==> config.mk <==
export PLATFORM = sky130hd
export DESIGN_NAME = fan_speed_timer_controller_core
export DESIGN_NICKNAME = d
export VERILOG_FILES = /design/src/rtl/core/fstc_pkg.sv /design/src/rtl/core/fan_speed_timer_controller_core.sv
export VERILOG_INCLUDE_DIRS = /design/src /design/src/rtl/core
export SDC_FILE = /design/constraint.sdc
export NUM_CORES = 1
export LEC_CHECK = 0
export ABC_AREA = 1
export BUFFER_PORTS_ARGS = -buffer_cell sky130_fd_sc_hd__buf_2
export CELL_PAD_IN_SITES_DETAIL_PLACEMENT = 0
export CELL_PAD_IN_SITES_GLOBAL_PLACEMENT = 1
export CORE_MARGIN = 1
export CORE_UTILIZATION = 46
export CTS_CLUSTER_DIAMETER = 30
export DETAILED_ROUTE_END_ITERATION = 10
export PLACE_DENSITY_LB_ADDON = 0.3
export SYNTH_ARGS = -nofsm -noshare
export SYNTH_HDL_FRONTEND = slang
export SYNTH_SLANG_ARGS = --single-unit
==> constraint.sdc <==
create_clock -name aclk -period 10.9 [get_ports aclk]
set_clock_uncertainty 0.05 [all_clocks]
set_input_delay 2.18 -clock aclk [delete_from_list [all_inputs] [get_ports aclk]]
set_output_delay 2.18 -clock aclk [all_outputs]
set_load 0.02 [all_outputs]
==> src/rtl/core/fan_speed_timer_controller_core_defines.svh <==
// ----------------------------------------------------------------------------
// Fan speed timer controller - assertion macros
// Concurrent check wrappers; they expand to nothing in synthesis builds.
// ----------------------------------------------------------------------------
`ifndef FAN_SPEED_TIMER_CONTROLLER_CORE_DEFINES_SVH
`define FAN_SPEED_TIMER_CONTROLLER_CORE_DEFINES_SVH

`ifndef SYNTHESIS
// Checked only while out of reset.
`define FSTC_ASSERT(label, prop, msg) \
    label: assert property (@(posedge aclk) disable iff (!aresetn) prop) else $error(msg);
// Checked at every edge, reset included.
`define FSTC_ASSERT_ALWAYS(label, prop, msg) \
    label: assert property (@(posedge aclk) prop) else $error(msg);
`else
`define FSTC_ASSERT(label, prop, msg)
`define FSTC_ASSERT_ALWAYS(label, prop, msg)
`endif

`endif

==> src/rtl/core/fstc_pkg.sv <==
// ----------------------------------------------------------------------------
// Fan speed timer controller package
// Beat types, opcodes, register indexes and timer arithmetic constants.
// ----------------------------------------------------------------------------
`default_nettype none

package fstc_pkg;

    // Width of the off-timer total and elapsed counters
    localparam int TIME_BITS = 16;
    localparam logic [TIME_BITS-1:0] TIME_MAX = {TIME_BITS{1'b1}};

    // Timer add: wide enough for total plus a 16-bit step
    localparam int SUM_W = ((TIME_BITS > 16) ? TIME_BITS : 16) + 1;

    // Divide by 60 through a rounded-up reciprocal; exact for any value
    // below 2^TIME_BITS since the rounding error stays under 60/2^SHIFT.
    localparam int DIV60_SHIFT = TIME_BITS + 6;
    localparam logic [TIME_BITS:0] DIV60_MULT =
        (TIME_BITS+1)'(((64'd1 << DIV60_SHIFT) + 64'd59) / 64'd60);
    localparam int PROD_W = 2 * TIME_BITS + 1;

    localparam int CFG_IDX_W  = 3;
    localparam int CFG_DATA_W = 16;

    // Opcodes
    localparam logic [2:0] OP_STOP    = 3'd0;
    localparam logic [2:0] OP_LEVEL1  = 3'd1;
    localparam logic [2:0] OP_LEVEL2  = 3'd2;
    localparam logic [2:0] OP_LEVEL3  = 3'd3;
    localparam logic [2:0] OP_OSC     = 3'd4;
    localparam logic [2:0] OP_TIMER   = 3'd5;
    localparam logic [2:0] OP_SEC     = 3'd6;
    localparam logic [2:0] OP_SWEEP   = 3'd7;

    // Register indexes
    localparam logic [CFG_IDX_W-1:0] REG_DUTY1    = 3'd0;
    localparam logic [CFG_IDX_W-1:0] REG_DUTY2    = 3'd1;
    localparam logic [CFG_IDX_W-1:0] REG_DUTY3    = 3'd2;
    localparam logic [CFG_IDX_W-1:0] REG_DEBOUNCE = 3'd3;
    localparam logic [CFG_IDX_W-1:0] REG_TSTEP    = 3'd4;
    localparam logic [CFG_IDX_W-1:0] REG_SW_LOW   = 3'd5;
    localparam logic [CFG_IDX_W-1:0] REG_SW_HIGH  = 3'd6;
    localparam logic [CFG_IDX_W-1:0] REG_SW_STEP  = 3'd7;

    typedef struct packed {
        logic [2:0]  opcode;
        logic [31:0] now_ms;
    } in_item_t;

    typedef struct packed {
        logic [15:0] fan_duty;
        logic [1:0]  led_level;
        logic        oscillate_on;
        logic [7:0]  servo_duty;
        logic        timer_running;
        logic [10:0] remain_min;
        logic [5:0]  remain_sec;
    } out_item_t;

endpackage

`default_nettype wire

==> src/rtl/core/fan_speed_timer_controller_core.sv <==
// ----------------------------------------------------------------------------
// Fan speed timer controller core
// Event-driven fan, off-timer and servo sweep state, one result per event.
// ----------------------------------------------------------------------------
// Pipeline: two register stages; an accepted input beat waits in the input
//   register and moves to the result register when that is empty or taken.
// Throughput: one event per cycle while result beats are taken; the state
//   update is a single pass of short logic, the divide by 60 being a reciprocal multiply.
// Reset: aresetn synchronous, active low; clears both pipeline valids,
//   loads the default register values and the power-on fan state.
// ----------------------------------------------------------------------------
`default_nettype none

`include "fan_speed_timer_controller_core_defines.svh"

module fan_speed_timer_controller_core (
    input  wire logic                                aclk,
    input  wire logic                                aresetn,
    // configuration write port
    input  wire logic                                cfg_wr_en,
    input  wire logic [fstc_pkg::CFG_IDX_W-1:0]      cfg_wr_index,
    input  wire logic [fstc_pkg::CFG_DATA_W-1:0]     cfg_wr_data,
    // event input channel
    input  wire logic                                s_valid,
    output logic                                     s_ready,
    input  wire fstc_pkg::in_item_t                  s_data,
    // result channel
    output logic                                     m_valid,
    input  wire logic                                m_ready,
    output fstc_pkg::out_item_t                      m_data
);

    localparam int TB = fstc_pkg::TIME_BITS;

    // ------------------------------------------------------------------
    // Configuration registers
    // ------------------------------------------------------------------
    logic [15:0] duty1_reg, duty2_reg, duty3_reg;
    logic [15:0] debounce_reg, tstep_reg;
    logic [7:0]  sw_low_reg, sw_high_reg, sw_step_reg;

    always_ff @(posedge aclk) begin
        if (!aresetn) begin
            duty1_reg    <= 16'd400;
            duty2_reg    <= 16'd700;
            duty3_reg    <= 16'd900;
            debounce_reg <= 16'd300;
            tstep_reg    <= 16'd10;
            sw_low_reg   <= 8'd50;
            sw_high_reg  <= 8'd250;
            sw_step_reg  <= 8'd5;
        end else if (cfg_wr_en) begin
            case (cfg_wr_index)
                fstc_pkg::REG_DUTY1:    duty1_reg    <= cfg_wr_data;
                fstc_pkg::REG_DUTY2:    duty2_reg    <= cfg_wr_data;
                fstc_pkg::REG_DUTY3:    duty3_reg    <= cfg_wr_data;
                fstc_pkg::REG_DEBOUNCE: debounce_reg <= cfg_wr_data;
                fstc_pkg::REG_TSTEP:    tstep_reg    <= cfg_wr_data;
                fstc_pkg::REG_SW_LOW:   sw_low_reg   <= cfg_wr_data[7:0];
                fstc_pkg::REG_SW_HIGH:  sw_high_reg  <= cfg_wr_data[7:0];
                fstc_pkg::REG_SW_STEP:  sw_step_reg  <= cfg_wr_data[7:0];
                default: begin
                end
            endcase
        end
    end

    // ------------------------------------------------------------------
    // Handshake: input register feeds the result register. An event moves
    // forward (and commits its state update) when the result register is
    // empty or its beat is being taken this cycle.
    // ------------------------------------------------------------------
    logic                in_valid_reg;
    fstc_pkg::in_item_t  in_item_reg;
    logic                out_valid_reg;
    fstc_pkg::out_item_t out_item_reg;
    logic                advance;

    assign advance = in_valid_reg && (!out_valid_reg || m_ready);
    assign s_ready = !in_valid_reg || advance;
    assign m_valid = out_valid_reg;
    assign m_data  = out_item_reg;

    always_ff @(posedge aclk) begin
        if (!aresetn) begin
            in_valid_reg  <= 1'b0;
            out_valid_reg <= 1'b0;
        end else begin
            if (s_ready) begin
                in_valid_reg <= s_valid;
            end
            if (advance) begin
                out_valid_reg <= 1'b1;
            end else if (m_ready) begin
                out_valid_reg <= 1'b0;
            end
        end
    end

    always_ff @(posedge aclk) begin
        if (s_ready && s_valid) begin
            in_item_reg <= s_data;
        end
    end

    // ------------------------------------------------------------------
    // Fan state
    // ------------------------------------------------------------------
    logic [15:0]   duty_reg,      duty_next;
    logic [1:0]    leds_reg,      leds_next;
    logic          osc_reg,       osc_next;
    logic          run_reg,       run_next;
    logic [TB-1:0] total_reg,     total_next;
    logic [TB-1:0] elapsed_reg,   elapsed_next;
    logic [31:0]   last_ms_reg,   last_ms_next;
    logic [10:0]   shown_min_reg, shown_min_next;
    logic [5:0]    shown_sec_reg, shown_sec_next;
    logic [7:0]    pos_reg,       pos_next;
    logic          down_reg,      down_next;
    logic [7:0]    servo_reg,     servo_next;

    // Shared debounce window for the oscillate and timer buttons
    logic [31:0] since_press;
    logic        press_ok;
    assign since_press = in_item_reg.now_ms - last_ms_reg;
    assign press_ok    = (since_press >= {16'd0, debounce_reg});

    // Timer add with saturation
    logic [fstc_pkg::SUM_W-1:0] timer_sum;
    logic [TB-1:0]              timer_sat;
    assign timer_sum = fstc_pkg::SUM_W'(total_reg) + fstc_pkg::SUM_W'(tstep_reg);
    assign timer_sat = (timer_sum > fstc_pkg::SUM_W'(fstc_pkg::TIME_MAX))
                       ? fstc_pkg::TIME_MAX : timer_sum[TB-1:0];

    // Second tick: bump elapsed (saturating), check for expiry, split the
    // remaining time into minutes and seconds.
    logic [TB-1:0]                 elapsed_inc;
    logic                          expired;
    logic [TB-1:0]                 remain;
    logic [fstc_pkg::PROD_W-1:0]   div_prod;
    logic [TB-1:0]                 remain_q;
    logic [TB+5:0]                 q_times60;
    logic [TB+5:0]                 remain_r;

    assign elapsed_inc = (elapsed_reg < fstc_pkg::TIME_MAX) ? elapsed_reg + 1'b1
                                                            : elapsed_reg;
    assign expired     = (total_reg <= elapsed_inc);
    assign remain      = expired ? '0 : total_reg - elapsed_inc;
    assign div_prod    = fstc_pkg::PROD_W'(remain) * fstc_pkg::PROD_W'(fstc_pkg::DIV60_MULT);
    assign remain_q    = TB'(div_prod >> fstc_pkg::DIV60_SHIFT);
    assign q_times60   = ((TB+6)'(remain_q) << 6) - ((TB+6)'(remain_q) << 2);
    assign remain_r    = (TB+6)'(remain) - q_times60;

    // Sweep direction: lower turn checked first, so it wins when both hold
    logic       sweep_dir;
    assign sweep_dir = (pos_reg <= sw_low_reg) ? 1'b0
                     : (pos_reg >= sw_high_reg) ? 1'b1 : down_reg;

    always_comb begin
        duty_next      = duty_reg;
        leds_next      = leds_reg;
        osc_next       = osc_reg;
        run_next       = run_reg;
        total_next     = total_reg;
        elapsed_next   = elapsed_reg;
        last_ms_next   = last_ms_reg;
        shown_min_next = shown_min_reg;
        shown_sec_next = shown_sec_reg;
        pos_next       = pos_reg;
        down_next      = down_reg;
        servo_next     = servo_reg;

        case (in_item_reg.opcode)
            fstc_pkg::OP_STOP: begin
                duty_next  = 16'd0;
                leds_next  = 2'd0;
                osc_next   = 1'b0;
                run_next   = 1'b0;
                total_next = '0;
            end
            fstc_pkg::OP_LEVEL1: begin
                duty_next = duty1_reg;
                leds_next = 2'd1;
            end
            fstc_pkg::OP_LEVEL2: begin
                duty_next = duty2_reg;
                leds_next = 2'd2;
            end
            fstc_pkg::OP_LEVEL3: begin
                duty_next = duty3_reg;
                leds_next = 2'd3;
            end
            fstc_pkg::OP_OSC: begin
                // record the press even with the fan stopped
                if (press_ok) begin
                    last_ms_next = in_item_reg.now_ms;
                    osc_next     = (duty_reg != 16'd0) ? !osc_reg : 1'b0;
                end
            end
            fstc_pkg::OP_TIMER: begin
                if (press_ok) begin
                    last_ms_next = in_item_reg.now_ms;
                    if (duty_reg != 16'd0) begin
                        run_next   = 1'b1;
                        total_next = timer_sat;
                    end
                end
            end
            fstc_pkg::OP_SEC: begin
                if (run_reg) begin
                    if (expired) begin
                        // timer ran out: behave as a stop
                        duty_next    = 16'd0;
                        leds_next    = 2'd0;
                        osc_next     = 1'b0;
                        run_next     = 1'b0;
                        total_next   = '0;
                        elapsed_next = '0;
                    end else begin
                        elapsed_next = elapsed_inc;
                    end
                    shown_min_next = 11'(remain_q);
                    shown_sec_next = remain_r[5:0];
                end else begin
                    elapsed_next   = '0;
                    shown_min_next = 11'd0;
                    shown_sec_next = 6'd0;
                end
            end
            fstc_pkg::OP_SWEEP: begin
                if (osc_reg) begin
                    down_next  = sweep_dir;
                    pos_next   = sweep_dir ? pos_reg - sw_step_reg
                                           : pos_reg + sw_step_reg;
                    servo_next = pos_next;
                end
            end
            default: begin
            end
        endcase
    end

    always_ff @(posedge aclk) begin
        if (!aresetn) begin
            duty_reg      <= 16'd0;
            leds_reg      <= 2'd0;
            osc_reg       <= 1'b0;
            run_reg       <= 1'b0;
            total_reg     <= '0;
            elapsed_reg   <= '0;
            last_ms_reg   <= 32'd0;
            shown_min_reg <= 11'd0;
            shown_sec_reg <= 6'd0;
            pos_reg       <= 8'd50;
            down_reg      <= 1'b0;
            servo_reg     <= 8'd0;
        end else if (advance) begin
            duty_reg      <= duty_next;
            leds_reg      <= leds_next;
            osc_reg       <= osc_next;
            run_reg       <= run_next;
            total_reg     <= total_next;
            elapsed_reg   <= elapsed_next;
            last_ms_reg   <= last_ms_next;
            shown_min_reg <= shown_min_next;
            shown_sec_reg <= shown_sec_next;
            pos_reg       <= pos_next;
            down_reg      <= down_next;
            servo_reg     <= servo_next;
        end
    end

    // Result beat carries the state as it stands after the event
    always_ff @(posedge aclk) begin
        if (advance) begin
            out_item_reg.fan_duty      <= duty_next;
            out_item_reg.led_level     <= leds_next;
            out_item_reg.oscillate_on  <= osc_next;
            out_item_reg.servo_duty    <= servo_next;
            out_item_reg.timer_running <= run_next;
            out_item_reg.remain_min    <= shown_min_next;
            out_item_reg.remain_sec    <= shown_sec_next;
        end
    end

    // ------------------------------------------------------------------
    // Checks
    // ------------------------------------------------------------------
    `FSTC_ASSERT_ALWAYS(a_reset_empties, !aresetn |=> !in_valid_reg && !out_valid_reg, "pipeline not empty after reset")
    `FSTC_ASSERT(a_leds_off_duty_zero, (leds_reg == 2'd0) |-> (duty_reg == 16'd0), "LEDs off with fan duty set")
    `FSTC_ASSERT(a_idle_timer_clear, !run_reg |-> (total_reg == '0), "timer total left while timer idle")
    `FSTC_ASSERT(a_seconds_range, shown_sec_reg < 6'd60, "shown seconds out of range")

endmodule

`default_nettype wire

==> results of run 1 <==
[area by class of cell]
cell class                 count  area [sq um]
inverter                     373          1400
clock inverter                49           658
fill                        3852         18200
multi-input combinational   1851         10900
clock buffer                  87          1970
sequential                   304          6890
timing repair buffer         116           611
tap                          532           666
[path summary, 6_finish.rpt]
kind,to,cells after the start,slack [ns]
max reg2reg,m_data[5]$_DFFE_PP_,41,1.52
min reg2reg,last_ms_reg[21]$_SDFFE_PN0P_,2,0.40
max,m_data[5]$_DFFE_PP_,41,1.52
min,last_ms_reg[21]$_SDFFE_PN0P_,2,0.40
[critical path: cells and delay by family, from the launching register on]
kind	cells	cell delay (ns)
flops	1	0.35
xor+xnor	3	0.74
compound gates	10	2.00
simple gates	13	2.08
fa+ha+maj	9	3.29
buf+inv	6	0.65
[Yosys cell counts (24+ instances only)]
cell type and n:
nor3_1 34, a21oi_1 230, nand4_1 26, nor2_1 267, edfxtp_1 80, inv_1 362, ha_1 204, xor2_1 39
nand2_1 537, dfxtp_1 224, fa_1 24, nand3_1 103, o21ai_0 163, clkbuf_1 59
[per-layer routing]
layer  vias up  global-route usage, %  part of all wire, %
met5         -                      0                    0
li1       8875                      -                    -
met2       366                   39.5                   45
met3        93                   4.46                  4.3
met1      7946                   31.5                   48
met4         0                   8.10                  2.6
[through the flow]
stage                     utilization [%]  cell area (sq um)  hold slack, ns
after floorplan                         -              19500           0.379
after global placement               49.5              20500           0.388
after detailed placement             49.5              20500           0.395
after CTS                            55.9              23100           0.402
after global routing                 55.9              23100           0.421
final                                55.9              23100           0.404
[power by group]
part	internal (mW)	leakage, nW	switching [mW]
combinational	0.126	7.14	0.249
sequential	1.20	2.59	0.0177
clock	1.57	1.29	0.719
total	2.90	11.0	0.985
[placed cells by master (no fill, tap or decap), drive strengths merged, types with 3 or more instances in the layout]
cell        n
a211oi     13
nand3b     13
dfxtp     224
nand3     108
o22ai       9
nor3b       3
clkinv     22
o21a        4
nor3       35
a31oi      16
o211ai     21
bufinv     11
ha        204
o221ai      9
a21oi     241
o21ai     164
nand2     561
edfxtp     80
buf       116
clkinvlp    6
o21bai     11
clkbuf     87
a22o        4
xnor2      15
a21boi      4
nand4      26
fa         24
xor2       39
a21o        8
a22oi      11
inv       383
nor4       12
or2         6
nor2      279
[cells by family after synthesis]
group | synth area share (%)
flops | 35.4
buf+inv | 8.67
xor+xnor | 2.43
simple gates | 22.8
fa+ha+maj | 15.6
compound gates | 15.1
==> reports/results.tsv, run 1 <==
metric	value	unit
drc_errors	0	
worst_slack	1.52	ns
area_growth	18.6	%
layout.nets	3006	
hp-class	flop to flop	
final.setup.tns	0	ns
synth-seq-area-share	35.4	%
ctsRootBufferMaster	clkbuf_16	
rows	74	
power	3.88	mW
min_period	9.38	ns
gp_congestion	0.932	
endpoint_kind	flop	
synth-seq-cells	304	
yosysUniqueCellTypes	55	
grt_max_degree	92	
crit_path_max_fanout	10	
chipWidth	208	um
ys_top_cells_by_area	dfxtp_1 (23%), ha_1 (13%), edfxtp_1 (12%)	
ys_warn_count	0	
cts_buffers	73	
setup_viol	0	
dieArea	43100	sq um
slew_viol_final	0	
critPathKind	flop to flop	
min_period_over_period	86.0	%
r2r-start	elapsed_reg[0]$_SDFFE_PN0P_	
max-cap-violations	0	
worst_path_most_repeated_cell	nand2_1	
max_freq	0.107	GHz
viasPerCell	5.22	
grt_pass1_wl	84300	um
largest_reg_flops	45	
synth_nets	2884	
worst_pin_slew	1.20	ns
first_pass_iters	5	
drive_gt1_share	11.3	%
wl_per_cell	15.3	um
io_pins	106	
wirelength	50800	um
ir_worst_vdd	121	uV
p_per_area	168	nW/um^2
cts-resized-gates	0	
synthFlopType	dfxtp_1	
postSynth.asyncResetShare	0	%
critical-path-max-stage-delay	0.57	ns
clkTransAtPathRegs	0.05	ns
grt_pass1_vias	16800	
stdcell_count	3312	
arrival	9.69	ns
vias	17300	
diodes	0	
initial_core_util	47.1	%
htreeDepth	3	
antenna_left	0	
critical_path.startpoint	elapsed_reg[0]$_SDFFE_PN0P_	
cts_setup_buffers	0	
synthCells	2597	
antenna_found_initial	0	
postSynthAreaPerCell	7.49	sq um
rsz0062_at_grt	no	
core_area	41300	sq um
grt_usage	24.0	%
finalHoldViolCount	0	
die_height	208	um
relSlewSlack	19.4	%
synth_area	19500	sq um
cts_buffer_depth	3	
min-delay-start	last_ms_reg[21]$_SDFFE_PN0P_	
status	completed	
cp.required	11.21	ns
pre_cts_ws	1.59	ns
hpwl	38300	um
power_leakage	11.0	nW
grt_overflow_total	0	
synth_edf_count	80	
clkLatencyLatePin	0.62	ns
cts.sinks	304	
startpoint_type	flop	
yosys.area.top_type_share	23.0	%
crit_slowest_cell	fa_1	
placed_cells	3176	
tritoncts	built	
drtIter0Drc	874	
postCtsHoldBufs	0	
numPortBuffers	105	
synth_top_area_cell	dfxtp_1	
(Power assumes the default switching activity.)
==> run 2, diff against run 1 <==
--- a/config.mk
+++ b/config.mk
@@ -6,15 +6,15 @@
 export SDC_FILE = /design/constraint.sdc
 export NUM_CORES = 1
 export LEC_CHECK = 0
-export ABC_AREA = 1
 export BUFFER_PORTS_ARGS = -buffer_cell sky130_fd_sc_hd__buf_2
 export CELL_PAD_IN_SITES_DETAIL_PLACEMENT = 0
 export CELL_PAD_IN_SITES_GLOBAL_PLACEMENT = 1
 export CORE_MARGIN = 1
-export CORE_UTILIZATION = 46
+export CORE_UTILIZATION = 48
 export CTS_CLUSTER_DIAMETER = 30
 export DETAILED_ROUTE_END_ITERATION = 10
 export PLACE_DENSITY_LB_ADDON = 0.3
+export RECOVER_POWER = 100
 export SYNTH_ARGS = -nofsm -noshare
 export SYNTH_HDL_FRONTEND = slang
 export SYNTH_SLANG_ARGS = --single-unit
==> run 2 against run 1 <==
The flow now finishes with violations (capacitance limit, slew limit); global-route usage about the same; worst hold slack worse by 0.0021 ns; via count down 9.0%; non-clock buffer count up 6; first-iteration DRC count down 3.2%; final cell count down 14%; clock-buffer cell count down 2; combinational power down 20%; critical endpoint unchanged; largest cell class unchanged.
==> reports/results.tsv, run 2 <==
metric	value	unit
endpoint_kind	flop	
slew_viol_final	342	
viasPerCell	5.49	
min_period_over_period	92.3	%
cp.required	11.18	ns
area_growth	16.7	%
min_period	10.06	ns
fin_util	56.7	%
p_comb_share	8.5	%
ff2ff_setup_slack	0.84	ns
post_dp_cell_area	19600	sq um
synth_edf_count	80	
hp-class	flop to flop	
chipWidth	200	um
synth_top_area_cell	dfxtp_1	
io_pins	106	
violations	capacitance limit, slew limit	
ctsRootBufferMaster	clkbuf_16	
dieArea	39900	sq um
drive_gt1_share	8.83	%
power_leakage	9.21	nW
r2r-start	elapsed_reg[3]$_SDFFE_PN0P_	
p_per_area	162	nW/um^2
numPortBuffers	105	
yosysUniqueCellTypes	85	
hpwl	34500	um
postCtsHoldBufs	0	
critical_path.startpoint	elapsed_reg[3]$_SDFFE_PN0P_	
final_area	21900	sq um
power.switching	882	uW
cts_setup_buffers	0	
antenna_found_initial	1	
cts-resized-gates	0	
initial_core_util	48.6	%
postSynth.asyncResetShare	0	%
critPathKind	flop to flop	
final.setup.tns	0	ns
yosys.area.top_type_share	23.9	%
rsz0062_at_grt	no	
synth-seq-cells	304	
grt_usage	24.0	%
drtIter0Drc	846	
status	complete, but fails checks	
relSlewSlack	-97.5	%
worst_path_most_repeated_cell	ha_1	
final_common_cell	nand2_1	
finalHoldViolCount	0	
rows	72	
synth_area	18800	sq um
clkTransAtPathRegs	0.05	ns
max-cap-violations	7	
min-delay-start	duty3_reg[6]$_SDFFE_PN0P_	
pwr-share-seq	34.1	%
p_sw_share	24.9	%
die_height	200	um
cts_buffer_depth	3	
critPathBufInv	1	
crit_slowest_cell	a2111oi_0	
synth_most_common_cell	nand2_1	
cp_top_family	simple AND/OR/NAND/NOR gates	
grt_max_degree	81	
synthCells	2200	
wl_per_cell	16.7	um
largest_reg_flops	45	
drc_errors	0	
fin_hold_ws	0.402	ns
layout.nets	2578	
grt_overflow_total	0	
first_pass_iters	5	
grt_pass1_vias	14800	
htreeDepth	3	
critical-path-max-stage-delay	0.96	ns
synth_common_cells	nand2_1 (429), a21oi_1 (226), dfxtp_1 (224)	
tritoncts	built	
cts_buffers	70	
worst_pin_slew	2.96	ns
cts.sinks	304	
setup_viol	0	
postSynthAreaPerCell	8.52	sq um
final_cell_mix	nand2_1 (429), a21oi_1 (226), dfxtp_1 (224)	
synthFlopType	dfxtp_1	
wirelength	47700	um
core_area	38600	sq um
gp_congestion	0.928	
synth-seq-area-share	36.7	%
grt_pass1_wl	75500	um
arrival	10.34	ns
ys_top_cells_by_area	dfxtp_1 (24%), ha_1 (14%), edfxtp_1 (13%)	
antenna_left	0	
p_clk_share	57.4	%
ys_warn_count	0	
vias	15700	
synth_nets	2487	
crit_path_max_fanout	8	
clkLatencyLatePin	0.59	ns
startpoint_type	flop	
p_int	2.66	mW
max_freq	0.0994	GHz
ir_worst_vdd	142	uV
-- run 2: cell count changes after synthesis, sizes merged, moves of 15 or more --
cell and delta:
a21o +22, a21oi -15, clkbuf +33, inv -249, mux2i +55, nand2 -132, nand2b +20, nand3 -52
nor2 -124, nor2b +15, o21ai -74, xnor2 +33
-- run 2: kinds of logic (layout without fill, tap and decap cells) --
kind of cell	Yosys count	count (layout)	share of synthesized area, %
AND/OR/NAND/NOR	788	788	18.3
AO/OA/AOI/OAI	521	521	17.4
flip-flops	304	304	36.7
adder cells (fa/ha/maj)	228	228	16.2
buffers and inverters	226	371	4.76
XOR/XNOR	76	76	3.55
multiplexers	57	57	3.06
other	0	1	0
-- run 2: per-stage QoR --
step	worst slack (ns)	cells	total power, mW
4_1_cts	0.875	2863	3.58
3_5_place_dp	0.901	2737	1.53
2_1_floorplan	1.43	2200	1.44
3_3_place_gp	1.08	2737	1.53
6_report	0.839	2864	3.55
5_1_grt	0.0927	2863	3.67
-- run 2: final cells by class --
| cell class | count | area [sq um] |
|---|---|---|
| fillers | 3573 | 16700 |
| multi-input cells | 1670 | 11000 |
| flip-flops and latches | 304 | 6890 |
| clock buffers | 85 | 1900 |
| well taps | 518 | 648 |
| repair buffers | 122 | 568 |
| inverters | 123 | 463 |
| clock inverters | 41 | 439 |
| diodes | 1 | 2.50 |
-- run 2: path summary, 6_finish.rpt --
check | to | cells past startpoint
setup / recovery | m_data[5]$_DFFE_PP_ | 35
hold / removal | duty3_reg[6]$_SDFFE_PN0P_ | 2
setup reg to reg | m_data[5]$_DFFE_PP_ | 35
hold reg to reg | duty3_reg[6]$_SDFFE_PN0P_ | 2
-- run 2: power groups by stage --
stage | Sequential [mW] | Combinational, mW | Clock (mW)
2_1_floorplan | 1.23 | 0.206 | 0
3_3_place_gp | 1.23 | 0.297 | 0
3_5_place_dp | 1.23 | 0.303 | 0
4_1_cts | 1.21 | 0.305 | 2.07
5_1_grt | 1.21 | 0.337 | 2.12
6_report | 1.21 | 0.301 | 2.04
-- run 2: worst min-delay path, cell delays in order (launching register included) --
cell and delay [ns]:
dfxtp_1 0.30, nand2_1 0.05, a21oi_1 0.05
-- run 2: layer usage --
layer	track usage, %	routed length, um	vias up
met2	40.0	22700	355
li1	-	-	7928
met1	31.2	21500	7374
met5	0	0	-
met4	8.71	1160	0
met3	3.80	2380	73
